## src/rtl/sm83of_pkg.sv

```systemverilog
// ============================================================================
// sm83of_pkg
// Shared types and constants for the operand fetch stage: addressing mode
// codes, result kinds and the request/response beat layouts.
// ============================================================================
package sm83of_pkg;

   localparam logic [15:0] HIGH_PAGE = 16'hFF00;
   localparam int unsigned BYTE_BITS = 8;

   typedef enum logic [4:0] {
      MODE_IMP    = 5'd0,
      MODE_R_D16  = 5'd1,
      MODE_R_R    = 5'd2,
      MODE_MR_R   = 5'd3,
      MODE_R      = 5'd4,
      MODE_R_D8   = 5'd5,
      MODE_R_MR   = 5'd6,
      MODE_R_HLI  = 5'd7,
      MODE_R_HLD  = 5'd8,
      MODE_HLI_R  = 5'd9,
      MODE_HLD_R  = 5'd10,
      MODE_R_A8   = 5'd11,
      MODE_A8_R   = 5'd12,
      MODE_HL_SPR = 5'd13,
      MODE_D16    = 5'd14,
      MODE_D8     = 5'd15,
      MODE_D16_R  = 5'd16,
      MODE_MR_D8  = 5'd17,
      MODE_MR     = 5'd18,
      MODE_A16_R  = 5'd19,
      MODE_R_A16  = 5'd20
   } mode_type;

   typedef enum logic [1:0] {
      KIND_REQUEST = 2'd0,
      KIND_DONE    = 2'd1,
      KIND_ERROR   = 2'd2
   } kind_type;

   typedef enum logic [0:0] {
      REQ_START = 1'b0,
      REQ_DATA  = 1'b1
   } req_kind_type;

   typedef struct packed {
      logic        req_type;
      logic        has_instruction;
      logic [4:0]  mode;
      logic [15:0] first_reg_value;
      logic        first_reg_is_c;
      logic [15:0] second_reg_value;
      logic        second_reg_is_c;
      logic [15:0] pc_in;
      logic [15:0] hl_in;
      logic [7:0]  bus_data;
   } req_payload_type;

   typedef struct packed {
      logic [1:0]  result_kind;
      logic [15:0] read_address;
      logic [15:0] fetched_value;
      logic [15:0] dest_address;
      logic        dest_in_memory;
      logic [15:0] pc_out;
      logic        hl_write;
      logic [15:0] hl_out;
      logic [1:0]  bus_reads;
   } rsp_payload_type;

endpackage

```

## src/rtl/sm83of_req_if.sv

```systemverilog
// ============================================================================
// sm83of_req_if
// Request channel: start and bus data beats with valid/ready handshake.
// ============================================================================
interface sm83of_req_if;
   import sm83of_pkg::*;

   logic        valid;
   logic        ready;
   logic        req_type;
   logic        has_instruction;
   logic [4:0]  mode;
   logic [15:0] first_reg_value;
   logic        first_reg_is_c;
   logic [15:0] second_reg_value;
   logic        second_reg_is_c;
   logic [15:0] pc_in;
   logic [15:0] hl_in;
   logic [7:0]  bus_data;

   modport source (
      output valid, req_type, has_instruction, mode, first_reg_value, first_reg_is_c,
             second_reg_value, second_reg_is_c, pc_in, hl_in, bus_data,
      input  ready
   );

   modport sink (
      input  valid, req_type, has_instruction, mode, first_reg_value, first_reg_is_c,
             second_reg_value, second_reg_is_c, pc_in, hl_in, bus_data,
      output ready
   );

endinterface

```

## src/rtl/sm83of_rsp_if.sv

```systemverilog
// ============================================================================
// sm83of_rsp_if
// Response channel: read request, done and error beats with valid/ready.
// ============================================================================
interface sm83of_rsp_if;
   import sm83of_pkg::*;

   logic        valid;
   logic        ready;
   logic [1:0]  result_kind;
   logic [15:0] read_address;
   logic [15:0] fetched_value;
   logic [15:0] dest_address;
   logic        dest_in_memory;
   logic [15:0] pc_out;
   logic        hl_write;
   logic [15:0] hl_out;
   logic [1:0]  bus_reads;

   modport source (
      output valid, result_kind, read_address, fetched_value, dest_address,
             dest_in_memory, pc_out, hl_write, hl_out, bus_reads,
      input  ready
   );

   modport sink (
      input  valid, result_kind, read_address, fetched_value, dest_address,
             dest_in_memory, pc_out, hl_write, hl_out, bus_reads,
      output ready
   );

endinterface

```

## src/rtl/sm83of_step.sv

```systemverilog
// ============================================================================
// sm83of_step
// Fetch sequencing state and single-pass result logic for one request beat.
// ============================================================================
module sm83of_step (
   input  logic                        clock,
   input  logic                        reset,
   input  logic                        accept,
   input  sm83of_pkg::req_payload_type req,
   output sm83of_pkg::rsp_payload_type rsp
);
   import sm83of_pkg::*;

   logic        busy_ff, busy_in;
   logic [1:0]  step_ff, step_in;
   logic [4:0]  held_mode_ff, held_mode_in;
   logic [15:0] held_first_ff, held_first_in;
   logic [15:0] held_second_ff, held_second_in;
   logic [15:0] held_pc_ff, held_pc_in;
   logic [15:0] held_hl_ff, held_hl_in;
   logic [7:0]  low_byte_ff, low_byte_in;

   always_comb begin
      logic [15:0] word;
      logic [15:0] data16;
      logic [15:0] r1_page;
      logic [15:0] r2_page;

      word    = {req.bus_data, low_byte_ff};
      data16  = {{(16 - BYTE_BITS){1'b0}}, req.bus_data};
      r1_page = req.first_reg_is_c ? (req.first_reg_value | HIGH_PAGE) : req.first_reg_value;
      r2_page = req.second_reg_is_c ? (req.second_reg_value | HIGH_PAGE)
                                    : req.second_reg_value;

      busy_in        = busy_ff;
      step_in        = step_ff;
      held_mode_in   = held_mode_ff;
      held_first_in  = held_first_ff;
      held_second_in = held_second_ff;
      held_pc_in     = held_pc_ff;
      held_hl_in     = held_hl_ff;
      low_byte_in    = low_byte_ff;
      rsp            = '0;

      if (req.req_type == REQ_START) begin
         busy_in = 1'b0;
         step_in = 2'd0;
         rsp.result_kind = KIND_DONE;
         rsp.pc_out      = req.pc_in;
         rsp.hl_out      = req.hl_in;
         if (req.has_instruction) begin
            held_mode_in   = req.mode;
            held_first_in  = req.first_reg_value;
            held_second_in = req.second_reg_value;
            held_pc_in     = req.pc_in;
            held_hl_in     = req.hl_in;
            low_byte_in    = '0;
            case (req.mode) inside
               MODE_IMP: begin
               end
               MODE_R: begin
                  rsp.fetched_value = req.first_reg_value;
               end
               MODE_R_R: begin
                  rsp.fetched_value = req.second_reg_value;
               end
               MODE_MR_R: begin
                  rsp.fetched_value  = req.second_reg_value;
                  rsp.dest_address   = r1_page;
                  rsp.dest_in_memory = 1'b1;
               end
               MODE_HLI_R, MODE_HLD_R: begin
                  rsp.fetched_value  = req.second_reg_value;
                  rsp.dest_address   = req.first_reg_value;
                  rsp.dest_in_memory = 1'b1;
                  rsp.hl_write       = 1'b1;
                  rsp.hl_out         = (req.mode == MODE_HLI_R) ? req.hl_in + 16'd1
                                                                : req.hl_in - 16'd1;
               end
               MODE_R_D8, MODE_R_A8, MODE_HL_SPR, MODE_D8, MODE_A8_R, MODE_MR_D8,
               MODE_R_D16, MODE_D16, MODE_A16_R, MODE_D16_R, MODE_R_A16: begin
                  busy_in          = 1'b1;
                  rsp              = '0;
                  rsp.result_kind  = KIND_REQUEST;
                  rsp.read_address = req.pc_in;
               end
               MODE_R_MR: begin
                  busy_in          = 1'b1;
                  rsp              = '0;
                  rsp.result_kind  = KIND_REQUEST;
                  rsp.read_address = r2_page;
               end
               MODE_R_HLI, MODE_R_HLD: begin
                  busy_in          = 1'b1;
                  rsp              = '0;
                  rsp.result_kind  = KIND_REQUEST;
                  rsp.read_address = req.second_reg_value;
               end
               MODE_MR: begin
                  busy_in          = 1'b1;
                  rsp              = '0;
                  rsp.result_kind  = KIND_REQUEST;
                  rsp.read_address = req.first_reg_value;
               end
               default: begin
                  rsp.result_kind = KIND_ERROR;
               end
            endcase
         end
      end else if (!busy_ff) begin
         rsp.result_kind = KIND_ERROR;
      end else begin
         busy_in         = 1'b0;
         rsp.result_kind = KIND_DONE;
         rsp.pc_out      = held_pc_ff;
         rsp.hl_out      = held_hl_ff;
         rsp.bus_reads   = 2'd1;
         rsp.fetched_value = data16;
         case (held_mode_ff) inside
            MODE_R_D8, MODE_R_A8, MODE_HL_SPR, MODE_D8: begin
               rsp.pc_out = held_pc_ff + 16'd1;
            end
            MODE_A8_R: begin
               rsp.pc_out         = held_pc_ff + 16'd1;
               rsp.fetched_value  = held_second_ff;
               rsp.dest_address   = data16 | HIGH_PAGE;
               rsp.dest_in_memory = 1'b1;
            end
            MODE_MR_D8: begin
               rsp.pc_out         = held_pc_ff + 16'd1;
               rsp.dest_address   = held_first_ff;
               rsp.dest_in_memory = 1'b1;
            end
            MODE_R_MR: begin
            end
            MODE_R_HLI, MODE_R_HLD: begin
               rsp.hl_write = 1'b1;
               rsp.hl_out   = (held_mode_ff == MODE_R_HLI) ? held_hl_ff + 16'd1
                                                           : held_hl_ff - 16'd1;
            end
            MODE_MR: begin
               rsp.dest_address   = held_first_ff;
               rsp.dest_in_memory = 1'b1;
            end
            MODE_R_D16, MODE_D16, MODE_A16_R, MODE_D16_R, MODE_R_A16: begin
               if (step_ff == 2'd0) begin
                  busy_in          = 1'b1;
                  step_in          = 2'd1;
                  low_byte_in      = req.bus_data;
                  rsp              = '0;
                  rsp.result_kind  = KIND_REQUEST;
                  rsp.read_address = held_pc_ff + 16'd1;
               end else if (held_mode_ff == MODE_R_A16 && step_ff == 2'd1) begin
                  busy_in          = 1'b1;
                  step_in          = 2'd2;
                  rsp              = '0;
                  rsp.result_kind  = KIND_REQUEST;
                  rsp.read_address = word;
               end else if (held_mode_ff == MODE_R_A16) begin
                  rsp.pc_out    = held_pc_ff + 16'd2;
                  rsp.bus_reads = 2'd3;
               end else begin
                  rsp.pc_out    = held_pc_ff + 16'd2;
                  rsp.bus_reads = 2'd2;
                  if (held_mode_ff == MODE_A16_R || held_mode_ff == MODE_D16_R) begin
                     rsp.fetched_value  = held_second_ff;
                     rsp.dest_address   = word;
                     rsp.dest_in_memory = 1'b1;
                  end else begin
                     rsp.fetched_value = word;
                  end
               end
            end
            default: begin
               rsp = '0;
               rsp.result_kind = KIND_ERROR;
            end
         endcase
      end
   end

   always_ff @(posedge clock) begin
      if (reset) begin
         busy_ff        <= 1'b0;
         step_ff        <= '0;
         held_mode_ff   <= '0;
         held_first_ff  <= '0;
         held_second_ff <= '0;
         held_pc_ff     <= '0;
         held_hl_ff     <= '0;
         low_byte_ff    <= '0;
      end else if (accept) begin
         busy_ff        <= busy_in;
         step_ff        <= step_in;
         held_mode_ff   <= held_mode_in;
         held_first_ff  <= held_first_in;
         held_second_ff <= held_second_in;
         held_pc_ff     <= held_pc_in;
         held_hl_ff     <= held_hl_in;
         low_byte_ff    <= low_byte_in;
      end
   end

   // sequencing consistency
   assert property (@(posedge clock) disable iff (reset) step_ff != 2'd3)
      else $error("step beyond third read");

   assert property (@(posedge clock) disable iff (reset)
      (step_ff == 2'd2) |-> (held_mode_ff == MODE_R_A16))
      else $error("third read outside indirect 16-bit mode");

   assert property (@(posedge clock) disable iff (reset)
      (step_ff == 2'd1) |-> (held_mode_ff == MODE_R_D16 || held_mode_ff == MODE_D16 ||
                             held_mode_ff == MODE_A16_R || held_mode_ff == MODE_D16_R ||
                             held_mode_ff == MODE_R_A16))
      else $error("second read outside 16-bit mode");

endmodule

```

## src/rtl/sm83_operand_fetch.sv

```systemverilog
// ============================================================================
// sm83_operand_fetch
// Operand fetch stage: sequences immediate and indirect bus reads and
// reports read requests, done results and mode errors.
// response: computed combinationally, registered in the response or skid entry
// throughput: one request beat per cycle while the skid entry is empty, set by the single-pass step logic
// output side: response register plus one skid entry, so a stalled response
// does not stop the next request beat from being accepted
// reset: synchronous, clears the fetch state and empties both output entries
// ============================================================================
module sm83_operand_fetch (
   input  logic         clock,
   input  logic         reset,
   sm83of_req_if.sink   req_ch,
   sm83of_rsp_if.source rsp_ch
);
   import sm83of_pkg::*;

   req_payload_type req_payload;
   rsp_payload_type step_result;
   rsp_payload_type main_data_ff, main_data_in;
   rsp_payload_type skid_data_ff, skid_data_in;
   logic            main_valid_ff, main_valid_in;
   logic            skid_valid_ff, skid_valid_in;
   logic            accept;
   logic            pop;

   assign req_payload = '{
      req_type:         req_ch.req_type,
      has_instruction:  req_ch.has_instruction,
      mode:             req_ch.mode,
      first_reg_value:  req_ch.first_reg_value,
      first_reg_is_c:   req_ch.first_reg_is_c,
      second_reg_value: req_ch.second_reg_value,
      second_reg_is_c:  req_ch.second_reg_is_c,
      pc_in:            req_ch.pc_in,
      hl_in:            req_ch.hl_in,
      bus_data:         req_ch.bus_data
   };

   assign req_ch.ready = !skid_valid_ff;
   assign accept       = req_ch.valid && !skid_valid_ff;
   assign pop          = main_valid_ff && rsp_ch.ready;

   sm83of_step u_step (
      .clock  (clock),
      .reset  (reset),
      .accept (accept),
      .req    (req_payload),
      .rsp    (step_result)
   );

   always_comb begin
      main_valid_in = main_valid_ff;
      main_data_in  = main_data_ff;
      skid_valid_in = skid_valid_ff;
      skid_data_in  = skid_data_ff;
      if (!main_valid_ff || pop) begin
         if (skid_valid_ff) begin
            main_valid_in = 1'b1;
            main_data_in  = skid_data_ff;
            skid_valid_in = 1'b0;
         end else begin
            main_valid_in = accept;
            main_data_in  = step_result;
         end
      end else if (accept) begin
         skid_valid_in = 1'b1;
         skid_data_in  = step_result;
      end
   end

   always_ff @(posedge clock) begin
      if (reset) begin
         main_valid_ff <= 1'b0;
         skid_valid_ff <= 1'b0;
      end else begin
         main_valid_ff <= main_valid_in;
         skid_valid_ff <= skid_valid_in;
      end
   end

   always_ff @(posedge clock) begin
      main_data_ff <= main_data_in;
      skid_data_ff <= skid_data_in;
   end

   assign rsp_ch.valid          = main_valid_ff;
   assign rsp_ch.result_kind    = main_data_ff.result_kind;
   assign rsp_ch.read_address   = main_data_ff.read_address;
   assign rsp_ch.fetched_value  = main_data_ff.fetched_value;
   assign rsp_ch.dest_address   = main_data_ff.dest_address;
   assign rsp_ch.dest_in_memory = main_data_ff.dest_in_memory;
   assign rsp_ch.pc_out         = main_data_ff.pc_out;
   assign rsp_ch.hl_write       = main_data_ff.hl_write;
   assign rsp_ch.hl_out         = main_data_ff.hl_out;
   assign rsp_ch.bus_reads      = main_data_ff.bus_reads;

   // skid entry only fills behind a held response
   assert property (@(posedge clock) disable iff (reset) skid_valid_ff |-> main_valid_ff)
      else $error("skid entry without main entry");

   assert property (@(posedge clock) disable iff (reset)
      (main_valid_ff && !rsp_ch.ready && !skid_valid_ff && accept) |=> skid_valid_ff)
      else $error("beat accepted behind held response was dropped");

   assert property (@(posedge clock) disable iff (reset)
      (skid_valid_ff && rsp_ch.ready) |=> (main_valid_ff && !skid_valid_ff))
      else $error("skid entry not moved to main entry");

endmodule

```

## src/flat_wrapper.sv

```systemverilog
// flat-port wrapper written by rule: the top's interface ports become plain ports
module sm83_operand_fetch_flat import sm83of_pkg::*;
  (clock, reset, req_ch_valid, req_ch_req_type, req_ch_has_instruction, req_ch_mode, req_ch_first_reg_value, req_ch_first_reg_is_c, req_ch_second_reg_value, req_ch_second_reg_is_c, req_ch_pc_in, req_ch_hl_in, req_ch_bus_data, req_ch_ready, rsp_ch_valid, rsp_ch_result_kind, rsp_ch_read_address, rsp_ch_fetched_value, rsp_ch_dest_address, rsp_ch_dest_in_memory, rsp_ch_pc_out, rsp_ch_hl_write, rsp_ch_hl_out, rsp_ch_bus_reads, rsp_ch_ready);
  sm83of_req_if req_ch_i ();
  sm83of_rsp_if rsp_ch_i ();
  input  logic clock;
  input  logic reset;
  input wire logic [$bits(req_ch_i.valid)-1:0] req_ch_valid;
  input wire logic [$bits(req_ch_i.req_type)-1:0] req_ch_req_type;
  input wire logic [$bits(req_ch_i.has_instruction)-1:0] req_ch_has_instruction;
  input wire logic [$bits(req_ch_i.mode)-1:0] req_ch_mode;
  input wire logic [$bits(req_ch_i.first_reg_value)-1:0] req_ch_first_reg_value;
  input wire logic [$bits(req_ch_i.first_reg_is_c)-1:0] req_ch_first_reg_is_c;
  input wire logic [$bits(req_ch_i.second_reg_value)-1:0] req_ch_second_reg_value;
  input wire logic [$bits(req_ch_i.second_reg_is_c)-1:0] req_ch_second_reg_is_c;
  input wire logic [$bits(req_ch_i.pc_in)-1:0] req_ch_pc_in;
  input wire logic [$bits(req_ch_i.hl_in)-1:0] req_ch_hl_in;
  input wire logic [$bits(req_ch_i.bus_data)-1:0] req_ch_bus_data;
  output wire logic [$bits(req_ch_i.ready)-1:0] req_ch_ready;
  output wire logic [$bits(rsp_ch_i.valid)-1:0] rsp_ch_valid;
  output wire logic [$bits(rsp_ch_i.result_kind)-1:0] rsp_ch_result_kind;
  output wire logic [$bits(rsp_ch_i.read_address)-1:0] rsp_ch_read_address;
  output wire logic [$bits(rsp_ch_i.fetched_value)-1:0] rsp_ch_fetched_value;
  output wire logic [$bits(rsp_ch_i.dest_address)-1:0] rsp_ch_dest_address;
  output wire logic [$bits(rsp_ch_i.dest_in_memory)-1:0] rsp_ch_dest_in_memory;
  output wire logic [$bits(rsp_ch_i.pc_out)-1:0] rsp_ch_pc_out;
  output wire logic [$bits(rsp_ch_i.hl_write)-1:0] rsp_ch_hl_write;
  output wire logic [$bits(rsp_ch_i.hl_out)-1:0] rsp_ch_hl_out;
  output wire logic [$bits(rsp_ch_i.bus_reads)-1:0] rsp_ch_bus_reads;
  input wire logic [$bits(rsp_ch_i.ready)-1:0] rsp_ch_ready;
  assign req_ch_i.valid = req_ch_valid;
  assign req_ch_i.req_type = req_ch_req_type;
  assign req_ch_i.has_instruction = req_ch_has_instruction;
  assign req_ch_i.mode = req_ch_mode;
  assign req_ch_i.first_reg_value = req_ch_first_reg_value;
  assign req_ch_i.first_reg_is_c = req_ch_first_reg_is_c;
  assign req_ch_i.second_reg_value = req_ch_second_reg_value;
  assign req_ch_i.second_reg_is_c = req_ch_second_reg_is_c;
  assign req_ch_i.pc_in = req_ch_pc_in;
  assign req_ch_i.hl_in = req_ch_hl_in;
  assign req_ch_i.bus_data = req_ch_bus_data;
  assign req_ch_ready = req_ch_i.ready;
  assign rsp_ch_valid = rsp_ch_i.valid;
  assign rsp_ch_result_kind = rsp_ch_i.result_kind;
  assign rsp_ch_read_address = rsp_ch_i.read_address;
  assign rsp_ch_fetched_value = rsp_ch_i.fetched_value;
  assign rsp_ch_dest_address = rsp_ch_i.dest_address;
  assign rsp_ch_dest_in_memory = rsp_ch_i.dest_in_memory;
  assign rsp_ch_pc_out = rsp_ch_i.pc_out;
  assign rsp_ch_hl_write = rsp_ch_i.hl_write;
  assign rsp_ch_hl_out = rsp_ch_i.hl_out;
  assign rsp_ch_bus_reads = rsp_ch_i.bus_reads;
  assign rsp_ch_i.ready = rsp_ch_ready;
  sm83_operand_fetch u_core (.clock(clock), .reset(reset), .req_ch(req_ch_i), .rsp_ch(rsp_ch_i));
endmodule
```

## config.mk

```make
export PLATFORM = sky130hd
export DESIGN_NAME = sm83_operand_fetch_flat
export DESIGN_NICKNAME = d
export VERILOG_FILES = /design/src/rtl/sm83of_pkg.sv /design/src/rtl/sm83of_req_if.sv /design/src/rtl/sm83of_rsp_if.sv /design/src/rtl/sm83of_step.sv /design/src/rtl/sm83_operand_fetch.sv /design/src/flat_wrapper.sv
export SDC_FILE = /design/constraint.sdc
export NUM_CORES = 1
export LEC_CHECK = 0
export ABC_CLOCK_PERIOD_IN_PS = 12060
export BUFFER_PORTS_ARGS = -buffer_cell sky130_fd_sc_hd__buf_2
export CAP_MARGIN = 20
export CORE_MARGIN = 4
export CORE_UTILIZATION = 60
export DETAILED_ROUTE_END_ITERATION = 7
export HOLD_SLACK_MARGIN = 0.12
export PLACE_DENSITY_LB_ADDON = 0.25
export SETUP_SLACK_MARGIN = 0.3
export SYNTH_ARGS = -nofsm -noshare
export SYNTH_HDL_FRONTEND = slang
export SYNTH_SLANG_ARGS = --single-unit
export TNS_END_PERCENT = 10
```

## constraint.sdc

```tcl
create_clock -name clock -period 12.06 [get_ports clock]
set_input_delay 0.603 -clock clock [delete_from_list [all_inputs] [get_ports clock]]
set_output_delay 0.603 -clock clock [all_outputs]
set_load 0.03 [all_outputs]
```

==> flow_summary.ini <==
[floorplan]
core-area_um2 = 23500
die_y_um = 163
dieArea_um2 = 26500
initial_utilization = 0.611
die_w_um = 163
core.rowCount = 56
pin_count = 173

[critical_path]
cp-end-kind = flip-flop
cp_num_buf_inv = 0
worstPathRequired_ps = 12340
crit_top_cell = nor2_1
crit_family = compound AO/OA/AOI/OAI gates
crit_fanout = 23
max_stage_delay_ps = 720
crit_slowest_cell = dfxtp_1
worstSetupStartpointType = flip-flop
crit_chain = nor2b_1, nand2_1, fa_1, a21o_1, a221o_1, a2111oi_0, nor2_1, xnor2_1, nor2_1, o41a_1
crit_type = reg -> reg
worstPathArrival_ps = 4850

[drt]
drt_iter0_markers = 1424
wl_per_cell_um = 22.7
drt_first_pass_iters = 6
vias = 12800
drt_wl_total_um = 44100
drc = 0
vias_per_cell = 6.60
ant_nets = 0

[run]
cap_violations = 0

[clock_network]
cts_tree = yes
post_cts_buffers = 0
cts_hold_buf = 0
cts.htree.levels = 1
root_buffer = clkbuf_16
clockBufferDepth = 3
cts-buffers-inserted = 27
clk_pin_slew_ps = 70
cts_resized = 0
worstSkewPairLatency_ps = 540
clock_sink_count = 254

[sta]
fin_skew_ps = 15.6
fin_setup_tns_ps = 0
setup_viol = 0
period_share = 0.379
relSlewSlack = 0.255
report.final.slew_viol_count = 0
setup_ws_ps = 7490
rsz0062_at_grt = no
worst_pin_slew_ps = 1120
hold_viol = 0
fin_crit_ps = 4570
max_freq_mhz = 219

[pwr]
p_sw_w = 0.000583
clock_power_share = 0.392
p_seq_frac = 0.464
power_density_nw_per_um2 = 132
vdd_drop_max_uv = 116
p_leak_nw = 6.26
intPower_w = 0.00156
swShare = 0.271
comb_power_share = 0.145

[cells_and_area]
fin_nets = 1722
syn_to_final_growth_pct = 13.0
drive_above_1_share = 0.202
n_antenna_cell = 0
n_fill_cell = 1851

[synth]
synth-edff-count = 172
synth_top_area_frac = 0.359
yosysTopAreaCell = edfxtp_1
syn_inst = 1487
yosys-top-cells-count = nand2_1 (232), edfxtp_1 (172), a21oi_1 (136)
yosysUniqueCellTypes = 82
yosys_warnings = 0
ys_seq_area_frac = 0.473
async_reset_ff_frac = 0
postSynthAreaPerCell_um2 = 9.67
synth_ff_type = edfxtp_1
syn-num-nets = 1607
synth_seq_cells = 254
synth.most_common_cell = nand2_1
syn-cell-area_um2 = 14400
synth.area.top_cells = edfxtp_1 (36%), dfxtp_1 (11%), nand2_1 (6.1%), mux2_2 (5.6%), a21oi_1 (4.7%)

[global_route]
grt_start_max_net_pins = 83
grt_antenna_before_repair = 0
grt_pass1_wl_um = 67200
grt_usage = 0.321
overflow = 0
first_global_vias = 11800

[placed_design]
portBuffers = 172
dp_slack_ps = 7610
dp_hpwl_um = 30800
finalWeightedCongestion = 0.995

[hold_path]
hold_class = in -> reg

[outcome]
outcome = finished clean
flip-flops by register name, indices dropped and copies added (netlist names), 8 cells and up:
name	count
u_core.skid_data_ff	86
u_core.rsp_ch.dest_address	16
u_core.rsp_ch.fetched_value	16
u_core.rsp_ch.hl_out	16
u_core.rsp_ch.pc_out	16
u_core.rsp_ch.read_address	16
u_core.u_step.held_first_ff	16
u_core.u_step.held_hl_ff	16
u_core.u_step.held_pc_ff	16
u_core.u_step.held_second_ff	16
u_core.u_step.low_byte_ff	8
layer usage:
layer / track usage / vias up / part of all wire
met5: 0 / - / 0
met2: 0.488 / 757 / 0.45
met1: 0.448 / 6080 / 0.40
met3: 0.0554 / 157 / 0.10
li1: - / 5813 / -
met4: 0.158 / 0 / 0.056
stage by stage:
stage                      util  power [W]  hold WS, ps  cells  area (µm²)
after floorplan               -    0.00121          433   1487       14400
after global placement    0.652    0.00131          441   1889       15300
after detailed placement  0.652    0.00132          446   1890       15300
after CTS                 0.690    0.00215          309   1939       16200
after global routing      0.691    0.00222          327   1941       16300
final                     0.691    0.00215          321   1941       16300
area by class of cell:
class / count / area, µm² / share of cell area
Sequential cell: 254 / 6810 / 0.419
Tap cell: 319 / 399 / 0.0245
Timing Repair Buffer: 187 / 971 / 0.0597
Clock inverter: 14 / 135 / 0.00831
Clock buffer: 35 / 766 / 0.0471
Multi-Input combinational cell: 1113 / 7110 / 0.437
Inverter: 19 / 72.6 / 0.00446
power groups by stage:
| stage | Sequential (W) | Combinational [W] | Clock, W |
|---|---|---|---|
| 6_report | 0.000996 | 0.000311 | 0.000841 |
| 5_1_grt | 0.00100 | 0.000331 | 0.000889 |
| 4_1_cts | 0.000996 | 0.000305 | 0.000847 |
| 3_5_place_dp | 0.00101 | 0.000303 | 0 |
| 3_3_place_gp | 0.00101 | 0.000299 | 0 |
| 2_1_floorplan | 0.00106 | 0.000155 | 0 |
final timing paths:
| kind | start | endpoint | slack (ps) | depth (start not counted) |
|---|---|---|---|---|
| worst max-delay path | u_core.u_step.held_mode_ff[0]$_SDFFE_PP0P_ | u_core.rsp_ch.hl_out[10]$_DFFE_PP_ | 7490 | 10 |
| worst min-delay path | req_ch_second_reg_value[15] | u_core.u_step.held_second_ff[15]$_SDFFE_PP0P_ | 320 | 3 |
| worst max register to register | u_core.u_step.held_mode_ff[0]$_SDFFE_PP0P_ | u_core.rsp_ch.hl_out[10]$_DFFE_PP_ | 7490 | 10 |
| worst min register to register | u_core.u_step.held_second_ff[9]$_SDFFE_PP0P_ | u_core.u_step.held_second_ff[9]$_SDFFE_PP0P_ | 450 | 2 |
worst min-delay path, stage by stage:
cell	delay [ps]
buf_2	110
nand2_1	50
a21oi_1	50
kinds of logic (layout without fill, tap and decap cells):
family | after synthesis | in the layout | synth area share
AO/OA/AOI/OAI | 462 | 462 | 0.209
XOR/XNOR | 39 | 39 | 0.0237
adder cells (fa/ha/maj) | 35 | 35 | 0.0315
buffers and inverters | 120 | 255 | 0.0339
flip-flops | 254 | 254 | 0.473
multiplexers | 94 | 94 | 0.0720
AND/OR/NAND/NOR | 483 | 483 | 0.157
layout by cell type (no fill, tap or decap), types with 18 or more instances in the layout:
cell type    n
nand2_1    231
buf_2      173
edfxtp_1   172
a21oi_1    136
dfxtp_1     82
mux2_2      72
o21ai_0     72
nor2_1      68
a22oi_1     37
o22ai_1     35
ha_1        33
nor3_1      31
clkbuf_16   27
nand2b_1    26
nand3_1     26
xnor2_1     22
mux2i_1     20
inv_1       18
Power figures use the tool's default switching activity.
